--- src/rtl/ois_pkg.sv ---
package ois_pkg;

  localparam int CAPACITY = 64;
  localparam int ADDR_W   = $clog2(CAPACITY);
  localparam int CNT_W    = $clog2(CAPACITY + 1);
  localparam int VALUE_W  = 64;

  localparam logic [2:0] ACT_INSERT = 3'd0;
  localparam logic [2:0] ACT_REMOVE = 3'd1;
  localparam logic [2:0] ACT_TEST   = 3'd2;
  localparam logic [2:0] ACT_PEEK   = 3'd3;
  localparam logic [2:0] ACT_POP    = 3'd4;
  localparam logic [2:0] ACT_CLEAR  = 3'd5;

  localparam logic [1:0] RD_IDX  = 2'd0;
  localparam logic [1:0] RD_PREV = 2'd1;
  localparam logic [1:0] RD_NEXT = 2'd2;

  typedef struct packed {
    logic [2:0]                action;
    logic signed [VALUE_W-1:0] value;
  } in_item_t;

  typedef struct packed {
    logic                      success;
    logic signed [VALUE_W-1:0] min_value;
    logic [6:0]                entry_count;
    logic                      full_flag;
  } out_item_t;

  typedef struct packed {
    logic       load;
    logic       idx_inc;
    logic       idx_dec;
    logic       idx_to_cnt;
    logic       rd_en;
    logic [1:0] rd_mode;
    logic       wr_en;
    logic       wr_val;
    logic       found_set;
    logic       found_val;
    logic       cnt_inc;
    logic       cnt_dec;
    logic       cnt_clr;
    logic       res_load;
    logic       res_success;
    logic       res_full;
    logic       respond;
  } cmd_t;

  typedef struct packed {
    logic [2:0] act;
    logic       lt;
    logic       eq;
    logic       idx_end;
    logic       idx_at_pos;
    logic       idx_last;
    logic       found;
    logic       cnt_zero;
    logic       cnt_full;
  } status_t;

endpackage

--- src/rtl/ois_ram.sv ---
module ois_ram #(
  parameter int WIDTH = 64,
  parameter int DEPTH = 64
) (
  input  logic                     clk,
  input  logic                     we,
  input  logic [$clog2(DEPTH)-1:0] waddr,
  input  logic [WIDTH-1:0]         wdata,
  input  logic                     re,
  input  logic [$clog2(DEPTH)-1:0] raddr,
  output logic [WIDTH-1:0]         rdata
);

  logic [WIDTH-1:0] mem [DEPTH];
  logic [WIDTH-1:0] rdata_r;

  always_ff @(posedge clk) begin
    if (we) begin
      mem[waddr] <= wdata;
    end
    if (re) begin
      rdata_r <= mem[raddr];
    end
  end

  assign rdata = rdata_r;

endmodule

--- src/rtl/ois_dp.sv ---
module ois_dp (
  input  logic              clk,
  input  logic              rst_n,
  input  ois_pkg::in_item_t in_item,
  input  ois_pkg::cmd_t     cmd,
  output ois_pkg::status_t  st,
  output logic              out_strobe,
  output ois_pkg::out_item_t out_item
);

  logic [2:0]                        act_r;
  logic signed [ois_pkg::VALUE_W-1:0] val_r;
  logic signed [ois_pkg::VALUE_W-1:0] minv_r;
  logic signed [ois_pkg::VALUE_W-1:0] min_r;
  logic signed [ois_pkg::VALUE_W-1:0] min_nxt;
  logic [ois_pkg::CNT_W-1:0]         idx_r;
  logic [ois_pkg::CNT_W-1:0]         idx_nxt;
  logic [ois_pkg::CNT_W-1:0]         pos_r;
  logic [ois_pkg::CNT_W-1:0]         cnt_r;
  logic [ois_pkg::CNT_W-1:0]         cnt_nxt;
  logic [ois_pkg::CNT_W-1:0]         raddr_full;
  logic [ois_pkg::CNT_W:0]           idx_plus1;
  logic                              found_r;
  logic                              res_success_r;
  logic                              res_full_r;
  logic                              out_strobe_r;
  ois_pkg::out_item_t                out_item_r;
  logic [ois_pkg::VALUE_W-1:0]       rdata;
  logic [ois_pkg::VALUE_W-1:0]       wdata;

  ois_ram #(
    .WIDTH(ois_pkg::VALUE_W),
    .DEPTH(ois_pkg::CAPACITY)
  ) u_ram (
    .clk  (clk),
    .we   (cmd.wr_en),
    .waddr(idx_r[ois_pkg::ADDR_W-1:0]),
    .wdata(wdata),
    .re   (cmd.rd_en),
    .raddr(raddr_full[ois_pkg::ADDR_W-1:0]),
    .rdata(rdata)
  );

  assign wdata     = cmd.wr_val ? val_r : rdata;
  assign idx_plus1 = {1'b0, idx_r} + 1'b1;

  always_comb begin
    case (cmd.rd_mode)
      ois_pkg::RD_IDX:  raddr_full = idx_r;
      ois_pkg::RD_PREV: raddr_full = idx_r - 1'b1;
      ois_pkg::RD_NEXT: raddr_full = idx_plus1[ois_pkg::CNT_W-1:0];
      default:          raddr_full = idx_r;
    endcase
  end

  always_comb begin
    idx_nxt = idx_r;
    if (cmd.load) begin
      idx_nxt = '0;
    end else if (cmd.idx_inc) begin
      idx_nxt = idx_plus1[ois_pkg::CNT_W-1:0];
    end else if (cmd.idx_dec) begin
      idx_nxt = idx_r - 1'b1;
    end else if (cmd.idx_to_cnt) begin
      idx_nxt = cnt_r;
    end
  end

  always_comb begin
    cnt_nxt = cnt_r;
    if (cmd.cnt_clr) begin
      cnt_nxt = '0;
    end else if (cmd.cnt_inc) begin
      cnt_nxt = cnt_r + 1'b1;
    end else if (cmd.cnt_dec) begin
      cnt_nxt = cnt_r - 1'b1;
    end
  end

  // The head register mirrors slot zero of the store.
  always_comb begin
    min_nxt = min_r;
    if (cmd.wr_en && (idx_r == '0)) begin
      min_nxt = $signed(wdata);
    end
  end

  always_ff @(posedge clk) begin
    if (!rst_n) begin
      idx_r         <= '0;
      pos_r         <= '0;
      cnt_r         <= '0;
      found_r       <= 1'b0;
      res_success_r <= 1'b0;
      res_full_r    <= 1'b0;
      out_strobe_r  <= 1'b0;
      act_r         <= ois_pkg::ACT_INSERT;
    end else begin
      idx_r        <= idx_nxt;
      cnt_r        <= cnt_nxt;
      out_strobe_r <= cmd.respond;
      if (cmd.load) begin
        act_r <= in_item.action;
      end
      if (cmd.found_set) begin
        found_r <= cmd.found_val;
        pos_r   <= idx_r;
      end
      if (cmd.res_load) begin
        res_success_r <= cmd.res_success;
        res_full_r    <= cmd.res_full;
      end
    end
  end

  always_ff @(posedge clk) begin
    min_r <= min_nxt;
    if (cmd.load) begin
      val_r  <= in_item.value;
      minv_r <= (cnt_r == '0) ? '0 : min_r;
    end
    if (cmd.respond) begin
      out_item_r.success     <= res_success_r;
      out_item_r.min_value   <= minv_r;
      out_item_r.entry_count <= 7'(cnt_r);
      out_item_r.full_flag   <= res_full_r;
    end
  end

  always_comb begin
    st.act        = act_r;
    st.lt         = $signed(rdata) < val_r;
    st.eq         = $signed(rdata) == val_r;
    st.idx_end    = idx_r >= cnt_r;
    st.idx_at_pos = idx_r == pos_r;
    st.idx_last   = idx_plus1 >= {1'b0, cnt_r};
    st.found      = found_r;
    st.cnt_zero   = cnt_r == '0;
    st.cnt_full   = cnt_r == ois_pkg::CNT_W'(ois_pkg::CAPACITY);
  end

  assign out_strobe = out_strobe_r;
  assign out_item   = out_item_r;

endmodule

--- src/rtl/ois_ctrl.sv ---
module ois_ctrl (
  input  logic             clk,
  input  logic             rst_n,
  input  logic             start,
  input  ois_pkg::status_t st,
  output ois_pkg::cmd_t    cmd,
  output logic             busy
);

  localparam logic [3:0] S_IDLE     = 4'd0;
  localparam logic [3:0] S_DECODE   = 4'd1;
  localparam logic [3:0] S_SRCH_RD  = 4'd2;
  localparam logic [3:0] S_SRCH_CMP = 4'd3;
  localparam logic [3:0] S_ACT      = 4'd4;
  localparam logic [3:0] S_INS_CHK  = 4'd5;
  localparam logic [3:0] S_INS_WR   = 4'd6;
  localparam logic [3:0] S_REM_CHK  = 4'd7;
  localparam logic [3:0] S_REM_WR   = 4'd8;
  localparam logic [3:0] S_DONE     = 4'd9;

  logic [3:0] state_r;
  logic [3:0] state_nxt;

  always_ff @(posedge clk) begin
    if (!rst_n) begin
      state_r <= S_IDLE;
    end else begin
      state_r <= state_nxt;
    end
  end

  always_comb begin
    cmd       = '0;
    state_nxt = state_r;
    case (state_r)
      S_IDLE: begin
        if (start) begin
          cmd.load  = 1'b1;
          state_nxt = S_DECODE;
        end
      end
      S_DECODE: begin
        case (st.act)
          ois_pkg::ACT_INSERT, ois_pkg::ACT_REMOVE, ois_pkg::ACT_TEST: begin
            state_nxt = S_SRCH_RD;
          end
          ois_pkg::ACT_PEEK: begin
            cmd.res_load    = 1'b1;
            cmd.res_success = !st.cnt_zero;
            state_nxt       = S_DONE;
          end
          ois_pkg::ACT_POP: begin
            if (st.cnt_zero) begin
              cmd.res_load = 1'b1;
              state_nxt    = S_DONE;
            end else begin
              state_nxt = S_REM_CHK;
            end
          end
          ois_pkg::ACT_CLEAR: begin
            cmd.cnt_clr     = 1'b1;
            cmd.res_load    = 1'b1;
            cmd.res_success = 1'b1;
            state_nxt       = S_DONE;
          end
          default: begin
            cmd.res_load = 1'b1;
            state_nxt    = S_DONE;
          end
        endcase
      end
      S_SRCH_RD: begin
        if (st.idx_end) begin
          cmd.found_set = 1'b1;
          state_nxt     = S_ACT;
        end else begin
          cmd.rd_en   = 1'b1;
          cmd.rd_mode = ois_pkg::RD_IDX;
          state_nxt   = S_SRCH_CMP;
        end
      end
      S_SRCH_CMP: begin
        if (st.lt) begin
          cmd.idx_inc = 1'b1;
          state_nxt   = S_SRCH_RD;
        end else begin
          cmd.found_set = 1'b1;
          cmd.found_val = st.eq;
          state_nxt     = S_ACT;
        end
      end
      S_ACT: begin
        case (st.act)
          ois_pkg::ACT_INSERT: begin
            if (st.found || st.cnt_full) begin
              cmd.res_load = 1'b1;
              cmd.res_full = !st.found;
              state_nxt    = S_DONE;
            end else begin
              cmd.idx_to_cnt = 1'b1;
              state_nxt      = S_INS_CHK;
            end
          end
          ois_pkg::ACT_REMOVE: begin
            if (st.found) begin
              state_nxt = S_REM_CHK;
            end else begin
              cmd.res_load = 1'b1;
              state_nxt    = S_DONE;
            end
          end
          default: begin
            cmd.res_load    = 1'b1;
            cmd.res_success = st.found;
            state_nxt       = S_DONE;
          end
        endcase
      end
      S_INS_CHK: begin
        if (st.idx_at_pos) begin
          cmd.wr_en       = 1'b1;
          cmd.wr_val      = 1'b1;
          cmd.cnt_inc     = 1'b1;
          cmd.res_load    = 1'b1;
          cmd.res_success = 1'b1;
          state_nxt       = S_DONE;
        end else begin
          cmd.rd_en   = 1'b1;
          cmd.rd_mode = ois_pkg::RD_PREV;
          state_nxt   = S_INS_WR;
        end
      end
      S_INS_WR: begin
        cmd.wr_en   = 1'b1;
        cmd.idx_dec = 1'b1;
        state_nxt   = S_INS_CHK;
      end
      S_REM_CHK: begin
        if (st.idx_last) begin
          cmd.cnt_dec     = 1'b1;
          cmd.res_load    = 1'b1;
          cmd.res_success = 1'b1;
          state_nxt       = S_DONE;
        end else begin
          cmd.rd_en   = 1'b1;
          cmd.rd_mode = ois_pkg::RD_NEXT;
          state_nxt   = S_REM_WR;
        end
      end
      S_REM_WR: begin
        cmd.wr_en   = 1'b1;
        cmd.idx_inc = 1'b1;
        state_nxt   = S_REM_CHK;
      end
      S_DONE: begin
        cmd.respond = 1'b1;
        state_nxt   = S_IDLE;
      end
      default: begin
        state_nxt = S_IDLE;
      end
    endcase
  end

  assign busy = state_r != S_IDLE;

endmodule

--- src/rtl/ordered_integer_set.sv ---
// Channel   Ports                        Transfer
// input     start, busy, in_item         start high while busy is low
// result    out_strobe, out_item         out_strobe high for one cycle
//
// One transaction at a time; busy stays high from acceptance until the result is
// registered. Values sit in ascending order in a RAM with one write port and one
// registered read port; the search reads entries in turn while they are smaller,
// and an insert or remove shifts the later entries one at a time. Reset is
// synchronous and empties the set at once. The receiver cannot stall.
module ordered_integer_set (
  input  logic               clk,
  input  logic               rst_n,
  input  logic               start,
  output logic               busy,
  input  ois_pkg::in_item_t  in_item,
  output logic               out_strobe,
  output ois_pkg::out_item_t out_item
);

  ois_pkg::cmd_t    cmd;
  ois_pkg::status_t st;

  ois_ctrl u_ctrl (
    .clk  (clk),
    .rst_n(rst_n),
    .start(start),
    .st   (st),
    .cmd  (cmd),
    .busy (busy)
  );

  ois_dp u_dp (
    .clk       (clk),
    .rst_n     (rst_n),
    .in_item   (in_item),
    .cmd       (cmd),
    .st        (st),
    .out_strobe(out_strobe),
    .out_item  (out_item)
  );

endmodule
--- config.mk ---
export PLATFORM = sky130hd
export DESIGN_NAME = ordered_integer_set
export DESIGN_NICKNAME = d
export VERILOG_FILES = /design/src/rtl/ois_pkg.sv /design/src/rtl/ois_ram.sv /design/src/rtl/ois_dp.sv /design/src/rtl/ois_ctrl.sv /design/src/rtl/ordered_integer_set.sv
export SDC_FILE = /design/constraint.sdc
export NUM_CORES = 2
export LEC_CHECK = 0
export BUFFER_PORTS_ARGS = -buffer_cell sky130_fd_sc_hd__buf_2
export CAP_MARGIN = 25
export CORE_MARGIN = 2
export CORE_UTILIZATION = 30
export CTS_CLUSTER_SIZE = 12
export DETAILED_ROUTE_END_ITERATION = 8
export SLEW_MARGIN = 10
export SYNTH_ARGS = -nofsm -noshare
export SYNTH_HDL_FRONTEND = slang
export SYNTH_SLANG_ARGS = --single-unit
export TNS_END_PERCENT = 1
--- constraint.sdc ---
create_clock -name clk -period 21.8 [get_ports clk]
set_clock_uncertainty 0.1 [all_clocks]
set_input_delay 2.18 -clock clk [delete_from_list [all_inputs] [get_ports clk]]
set_output_delay 2.18 -clock clk [all_outputs]
set_load 0.05 [all_outputs]
After elaboration in Yosys (flattened, before gate mapping):

Memories as Yosys holds them, arrays and structs flattened. A register that Yosys moved wholly into a read port is not among the register bits.
Index checks and enable logic that the tools add are counted.

* register bits: 297
* bits in writable memories: 4096
* bits of input ports: 70
* output and inout port bits: 75
* word-level logic and storage cells: 119
* memories kept: 1

* add/subtract/negate cells: 4
* $lt $le $gt $ge: 3
* equal/unequal tests: 20
* muxes and demuxes: 58
* bitwise gates (word level): 1
* reductions and logical operators: 16

Memories
* u_dp.u_ram.mem: depth 64, bits a word 64, read ports 1, clocked after memory_dff 1, write ports 1, RTL line ois_ram.sv:14 `logic [WIDTH-1:0] mem [DEPTH];`

Operators by type and width (number)
* 64-bit equality test: 1
* 64-bit < comparator: 1
* 64-bit 2-to-1 mux: 1
* 4-bit case mux with 9 select lines: 1
* 7-bit 2-to-1 mux: 5
* 1-bit 2-to-1 mux: 27
* 4-bit 2-to-1 mux: 5
* 4-bit by 3-bit equality test with 1-bit output (second input constant): 4
* 4-bit case mux with 2 select lines: 2
* 3-bit 2-to-1 mux: 5
* 7-bit logical NOT: 2
* 7-bit by 1-bit subtractor with 7-bit output (second input constant): 2
* 1-bit case mux with 2 select lines: 6
* 6-bit case mux with 2 select lines: 1
* 3-bit case mux with 3 select lines: 1
* 7-bit by 1-bit adder with 8-bit output (second input constant): 1
* 4-bit by 2-bit equality test with 1-bit output (second input constant): 2
* 4-bit equality test (second input constant): 2
* 8-bit by 7-bit >= comparator with 1-bit output: 1
* 2-bit case mux with 4 select lines: 1
* 2-bit OR reduction: 4
* 7-bit by 1-bit adder with 7-bit output (second input constant): 1
* 7-bit equality test: 1
* 7-bit equality test (second input constant): 1
* other kinds (19): 24

Longest topological paths before layout:

* word-level depth: 8
* gate-level depth with buffers: 26
* mapped depth without buffers: 21

Modules after synthesis:

Synthesis repeated with hierarchy kept, for this count alone.

* cells, all modules: 7592
* area, all modules: 170498.5 um^2

By module, submodules not included
* ois_ram: instances 1, cells each 6598, area each 156989.3 um^2, sequential area each 124919.8 um^2
* ois_dp: instances 1, cells each 905, area each 12923.6 um^2, sequential area each 8518.2 um^2
* ois_ctrl: instances 1, cells each 89, area each 585.6 um^2, sequential area each 80.1 um^2

Worst setup path before layout:

Ideal clock, no wire load.

* kind: reg-to-reg
* from: register u_dp.idx_r[4] in the netlist's numbering
* to: register u_dp.min_r[0] in the netlist's numbering (enable)
* setup time: 0.645 ns
* data arrival time: 7.813 ns
* required time: 21.055 ns
* slack: 13.242 ns
* stages on the path, launching flop included: 9
* buffers on the path: 1
* period minus slack after synthesis: 8.558 ns
* path through: dfxtp_1 > clkbuf_1 > xor2_1 > nor4_1 > nand4_1 > nand3b_1 > a21oi_1 > inv_1 > nor4_1

* cells in the longest elaborated chain, start to end: 4
* elaborated cells on any way between the ends: 5
* classes of those cells: 1 x eq/ne; 2 x mux; 2 x reduce/logical

RTL lines
* start: declaration: RTL line ois_dp.sv:16 `logic [ois_pkg::CNT_W-1:0] idx_r;`
* start signal: assignment: RTL line ois_dp.sv:99 `idx_r <= idx_nxt;`
* 7-bit equality test: RTL line ois_dp.sv:135 `st.idx_at_pos = idx_r == pos_r;`
* 2-bit 2-to-1 mux: RTL line ois_ctrl.sv:120 `if (st.idx_at_pos) begin`
* 1-bit case mux with 2 select lines: RTL line ois_ctrl.sv:35 `case (state_r)`
* 1-bit logical AND *: RTL line ois_dp.sv:83 `if (cmd.wr_en && (idx_r == '0)) begin`
* end signal: assignment: RTL line ois_dp.sv:117 `min_r <= min_nxt;`
* end: declaration: RTL line ois_dp.sv:14 `logic signed [ois_pkg::VALUE_W-1:0] min_r;`

Every way passes the cells marked *; elsewhere a longest branch is shown, timed or not.
A chain may end at the register's enable or synchronous reset.

Worst setup path after layout:

* from: register u_dp.idx_r[3] in the netlist's numbering
* to: register u_dp.u_ram.rdata_r[42] (netlist: u_dp.u_ram.rdata[42]) (read register of u_dp.u_ram.mem) (data pin)

* cells in the longest elaborated chain, start to end: 6
* elaborated cells on any way between the ends: 12
* classes of those cells: 2 x add/sub; 2 x order compare; 3 x eq/ne; 5 x mux

RTL lines
* 7-bit by 1-bit adder with 8-bit output: RTL line ois_dp.sv:45 `assign idx_plus1 = {1'b0, idx_r} + 1'b1;`
* 8-bit by 7-bit >= comparator with 1-bit output: RTL line ois_dp.sv:136 `st.idx_last = idx_plus1 >= {1'b0, cnt_r};`
* 3-bit 2-to-1 mux: RTL line ois_ctrl.sv:139 `if (st.idx_last) begin`
* 3-bit case mux with 3 select lines: RTL line ois_ctrl.sv:35
* 2-bit equality test / 2-bit by 1-bit equality test with 1-bit output (equally long branches): RTL line ois_dp.sv:48 `case (cmd.rd_mode)`
* 6-bit case mux with 2 select lines: RTL line ois_dp.sv:48
* end: declaration: RTL line ois_ram.sv:15 `logic [WIDTH-1:0] rdata_r;`

Several ways; a longest one is shown, not always the timed one.

==> flow_metrics.tcl <==
set metrics [dict create \
    crit_path_start "u_dp.idx_r[3]" \
    fin_worst_hold_slack_ps 319 \
    postSynthRegisterBits 4457 \
    die_width_um 761 \
    finalPower_uw 18200 \
    clk_pin_slew_ps 60 \
    drt-total-wl_um 488000 \
    overflow 0 \
    detail_route.drc_violations 0 \
    grt_setup_unrepaired "false" \
    clockBufferDepth 4 \
    global_route.peak_usage_layer "met2" \
    cts_inserted_buffers 444 \
    htree_num_levels 5 \
    ctsRootBufferMaster "sky130_fd_sc_hd__clkbuf_16" \
    worst_hold_startpoint "u_dp.minv_r[26]" \
    vias_in_the_first_global_route 83900 \
    worst_setup_path_start_kind "flip-flop" \
    holdBufCountCts 0 \
    finalSetupViolations 0 \
    critical_path_peak_fanout 93 \
    status "finished clean" \
    timing.critical_path.to_type "flip-flop" \
    post_cts.resized_instances 0 \
    std_cell_rows 278 \
    synthToLayoutAreaGrowth_pct 14.7 \
    use_met1_pct 22.0 \
    tritoncts_clock_tree "built" \
    detail-route-antenna-nets 0 \
    detailedRoute.firstPassIterationCount 7 \
    worst_hold_path_type "reg -> reg" \
    dp_hpwl_um 256000 \
    globalRouteMet2Util_pct 27.3 \
    synth.net_count 7810 \
    power_density_nw_per_um2 92.3 \
    regToRegStartpoint "u_dp.idx_r[3]" \
    finish.utilization_pct 34.5 \
    final_layout_size_suffix_gt1_share_pct 25.1 \
    synth_edf_count 4425 \
    vias 84000 \
    part_of_the_yosys_area_used_for_sequential_elements_pct 77.6 \
    synth-async-reset-ratio_pct 0 \
    layout_worst_path_cycle_share_pct 45.4 \
    grt_antenna_before_repair 33 \
    final.fill_count 52200 \
    die-height_um 761 \
    numClockSinks 4457 \
    gp_routability_congestion 0.777 \
    worst_slew_pin_slew_ps 1190 \
    synth_top_family_by_area "multiplexers" \
    area.sequential_sq_um 134000 \
    largest_net_degree_at_the_start_of_global_routing 129 \
    max_freq_mhz 101 \
    max_slew_margin_pct 20.8 \
    avgViaCountPerCell 5.27 \
    vdd.ir_drop.worst_v 0.0000764 \
    arrival_time_at_the_worst_endpoint_ps 10510 \
    drv_slew 0 \
    timing.reg2reg.setup_slack_ps 11910 \
    global_route_total_usage_across_every_layer_pct 16.3 \
    synth_compound_area_share_pct 1.32 \
    synth-xor-area-share_pct 0.0865 \
    total_leakage_power_uw 0.0618 \
    synth.area.mux_share_pct 18.0 \
    synth_simple_gate_area_share_pct 1.24 \
    design.portCount 145 \
    post_synth_fa_ha_maj_area_fraction_pct 0.651 \
    setup.worst_path.class "reg -> reg" \
    synth.yosys.warnings 0 \
    required_ps 22420 \
    wire_per_inst_um 30.6 \
    final_net_count 8291 \
    drt_first_iter_violations 10700 \
    use_met3_pct 2.46 \
    layout_min_cycle_time_ps 9890 \
    synth_cell_type_count 63 \
    synth.cell_area_sq_um 172000 \
    placedInstanceArea_sq_um 184000 \
    final-hold-violation-count 0 \
    finalInstanceArea_sq_um 197000 \
    grt_first_pass_wirelength_um 672000 \
    syn_avg_cell_area_sq_um 22.5 \
    timing.max_cap.violations 0 \
    core-area_sq_um 572000 \
    combined_area_of_the_multi_input_logic_cells_sq_um 37900 \
    number_of_setup_buffers_added_after_cts 0 \
    clock_latency_ps 1030 \
    initial_core_util_pct 30.1 \
    synth_cells 7651 \
    synth_top_flop_cell "sky130_fd_sc_hd__edfxtp_1" \
    port_buffers 144 \
    setup_total_negative_slack_ps 0 \
    die_area_sq_um 580000 \
]
Yosys cell counts, types with 3 or more instances:
cell	instances	area, sq um
sky130_fd_sc_hd__a211oi_1	5	37.5
sky130_fd_sc_hd__a21o_1	11	82.6
sky130_fd_sc_hd__a21oi_1	52	260
sky130_fd_sc_hd__a221oi_1	3	26.3
sky130_fd_sc_hd__a221oi_2	5	75.1
sky130_fd_sc_hd__a22oi_1	130	976
sky130_fd_sc_hd__a31oi_1	10	62.6
sky130_fd_sc_hd__a41o_1	4	40.0
sky130_fd_sc_hd__and2_1	3	18.8
sky130_fd_sc_hd__buf_1	59	221
sky130_fd_sc_hd__buf_2	167	836
sky130_fd_sc_hd__clkbuf_1	156	586
sky130_fd_sc_hd__dfxtp_1	32	641
sky130_fd_sc_hd__edfxtp_1	4425	133000
sky130_fd_sc_hd__ha_1	88	1100
sky130_fd_sc_hd__inv_1	90	338
sky130_fd_sc_hd__mux2_2	3	33.8
sky130_fd_sc_hd__mux2i_1	781	7820
sky130_fd_sc_hd__mux4_2	1024	23100
sky130_fd_sc_hd__nand2_1	191	717
sky130_fd_sc_hd__nand2b_1	9	56.3
sky130_fd_sc_hd__nand3_1	25	125
sky130_fd_sc_hd__nand4_1	20	125
sky130_fd_sc_hd__nor2_1	105	394
sky130_fd_sc_hd__nor2b_1	67	419
sky130_fd_sc_hd__nor3_1	19	95.1
sky130_fd_sc_hd__nor4_1	6	37.5
sky130_fd_sc_hd__o21a_1	6	45.0
sky130_fd_sc_hd__o21ai_0	81	405
sky130_fd_sc_hd__o21ai_1	6	30.0
sky130_fd_sc_hd__o21bai_1	4	30.0
sky130_fd_sc_hd__o22ai_1	7	43.8
sky130_fd_sc_hd__or3_1	6	37.5
sky130_fd_sc_hd__xnor2_1	9	78.8
sky130_fd_sc_hd__xor2_1	8	70.1
layout by cell type (no fill, tap or decap), types with 8 or more instances in the layout:
master	n
sky130_fd_sc_hd__o21ai_4	64
sky130_fd_sc_hd__clkbuf_16	448
sky130_fd_sc_hd__mux4_2	1024
sky130_fd_sc_hd__a21oi_1	50
sky130_fd_sc_hd__xor2_1	8
sky130_fd_sc_hd__buf_2	145
sky130_fd_sc_hd__clkinv_2	24
sky130_fd_sc_hd__a22oi_1	130
sky130_fd_sc_hd__xnor2_1	9
sky130_fd_sc_hd__nor2_1	35
sky130_fd_sc_hd__nand2b_1	9
sky130_fd_sc_hd__nand3_1	24
sky130_fd_sc_hd__nor2_4	70
sky130_fd_sc_hd__ha_1	88
sky130_fd_sc_hd__mux2i_1	781
sky130_fd_sc_hd__edfxtp_1	4425
sky130_fd_sc_hd__inv_1	89
sky130_fd_sc_hd__inv_6	8
sky130_fd_sc_hd__clkinv_1	75
sky130_fd_sc_hd__nand4_1	20
sky130_fd_sc_hd__buf_4	232
sky130_fd_sc_hd__nor3_1	19
sky130_fd_sc_hd__a21o_1	11
sky130_fd_sc_hd__dfxtp_1	32
sky130_fd_sc_hd__nor2b_1	67
sky130_fd_sc_hd__clkbuf_1	127
sky130_fd_sc_hd__nand2_1	191
sky130_fd_sc_hd__a31oi_1	10
sky130_fd_sc_hd__o21ai_0	18
sky130_fd_sc_hd__clkinv_16	10
sky130_fd_sc_hd__buf_12	29
sky130_fd_sc_hd__buf_16	11
final timing paths:
| path | end | cells past startpoint |
|---|---|---|
| max | u_dp.u_ram.rdata[42] | 21 |
| min | u_dp.out_item[34] | 0 |
| max reg2reg | u_dp.u_ram.rdata[42] | 21 |
| min reg2reg | u_dp.out_item[34] | 0 |
per-layer routing:
| layer | up-vias | wire length, um |
|---|---|---|
| met2 | 4060 | 239000 |
| met4 | 4 | 15900 |
| met3 | 737 | 39500 |
| li1 | 33000 | - |
| met1 | 46200 | 194000 |
| met5 | - | 14 |
worst max-delay path: stages (launching register included):
cell,delay (ps)
sky130_fd_sc_hd__dfxtp_1,740
sky130_fd_sc_hd__nand3_1,850
sky130_fd_sc_hd__nor2_1,370
sky130_fd_sc_hd__xnor2_1,210
sky130_fd_sc_hd__inv_1,120
sky130_fd_sc_hd__ha_1,210
sky130_fd_sc_hd__a21o_1,190
sky130_fd_sc_hd__nor2_1,140
sky130_fd_sc_hd__nand2_1,160
sky130_fd_sc_hd__ha_1,720
sky130_fd_sc_hd__nor3_1,180
sky130_fd_sc_hd__a21oi_4,250
sky130_fd_sc_hd__buf_12,630
sky130_fd_sc_hd__buf_4,690
sky130_fd_sc_hd__buf_4,800
sky130_fd_sc_hd__buf_4,810
sky130_fd_sc_hd__buf_4,820
sky130_fd_sc_hd__mux4_2,590
sky130_fd_sc_hd__mux2i_1,210
sky130_fd_sc_hd__mux2i_1,160
sky130_fd_sc_hd__a22oi_1,350
sky130_fd_sc_hd__nand2_1,80
layout make-up:
class | count | area share, %
Antenna cell | 3 | 0.00380
Clock buffer | 575 | 5.92
Clock inverter | 135 | 0.556
Inverter | 91 | 0.177
Multi-Input combinational cell | 2720 | 19.2
Sequential cell | 4457 | 67.6
Tap cell | 7560 | 4.79
Timing Repair Buffer | 418 | 1.70
cell families after synthesis:
family                     count (synthesis)
AOI/OAI and AO/OA                        340
DFF                                     4457
muxes                                   1808
adders and majority gates                 89
and+or+nand+nor                          466
buffers and inverters                    474
xor gates and xnor gates                  17
where the power goes:
part           switching [uW]  total [uW]  internal, uW
clock                    3180        6970          3790
sequential               59.0        9680          9620
combinational            1010        1580           570
sequential cells by signal, indices dropped and copies added, names as in the netlist, 4 cells and up:
register	flops
u_dp.idx_r	7
u_dp.val_r	64
u_ctrl.state_r	4
u_dp.cnt_r	7
u_dp.out_item	73
u_dp.pos_r	7
u_dp.min_r	64
u_dp.u_ram.mem	4096
u_dp.u_ram.rdata	64
u_dp.minv_r	64
through the flow:
stage	worst slack, ps	std cells
after floorplan	13240	7651
after global routing	11130	16000
after detailed placement	11770	15200
final	11910	16000
after global placement	11760	15200
after CTS	11780	16000
Note: power is estimated with default switching activity, not from simulation.
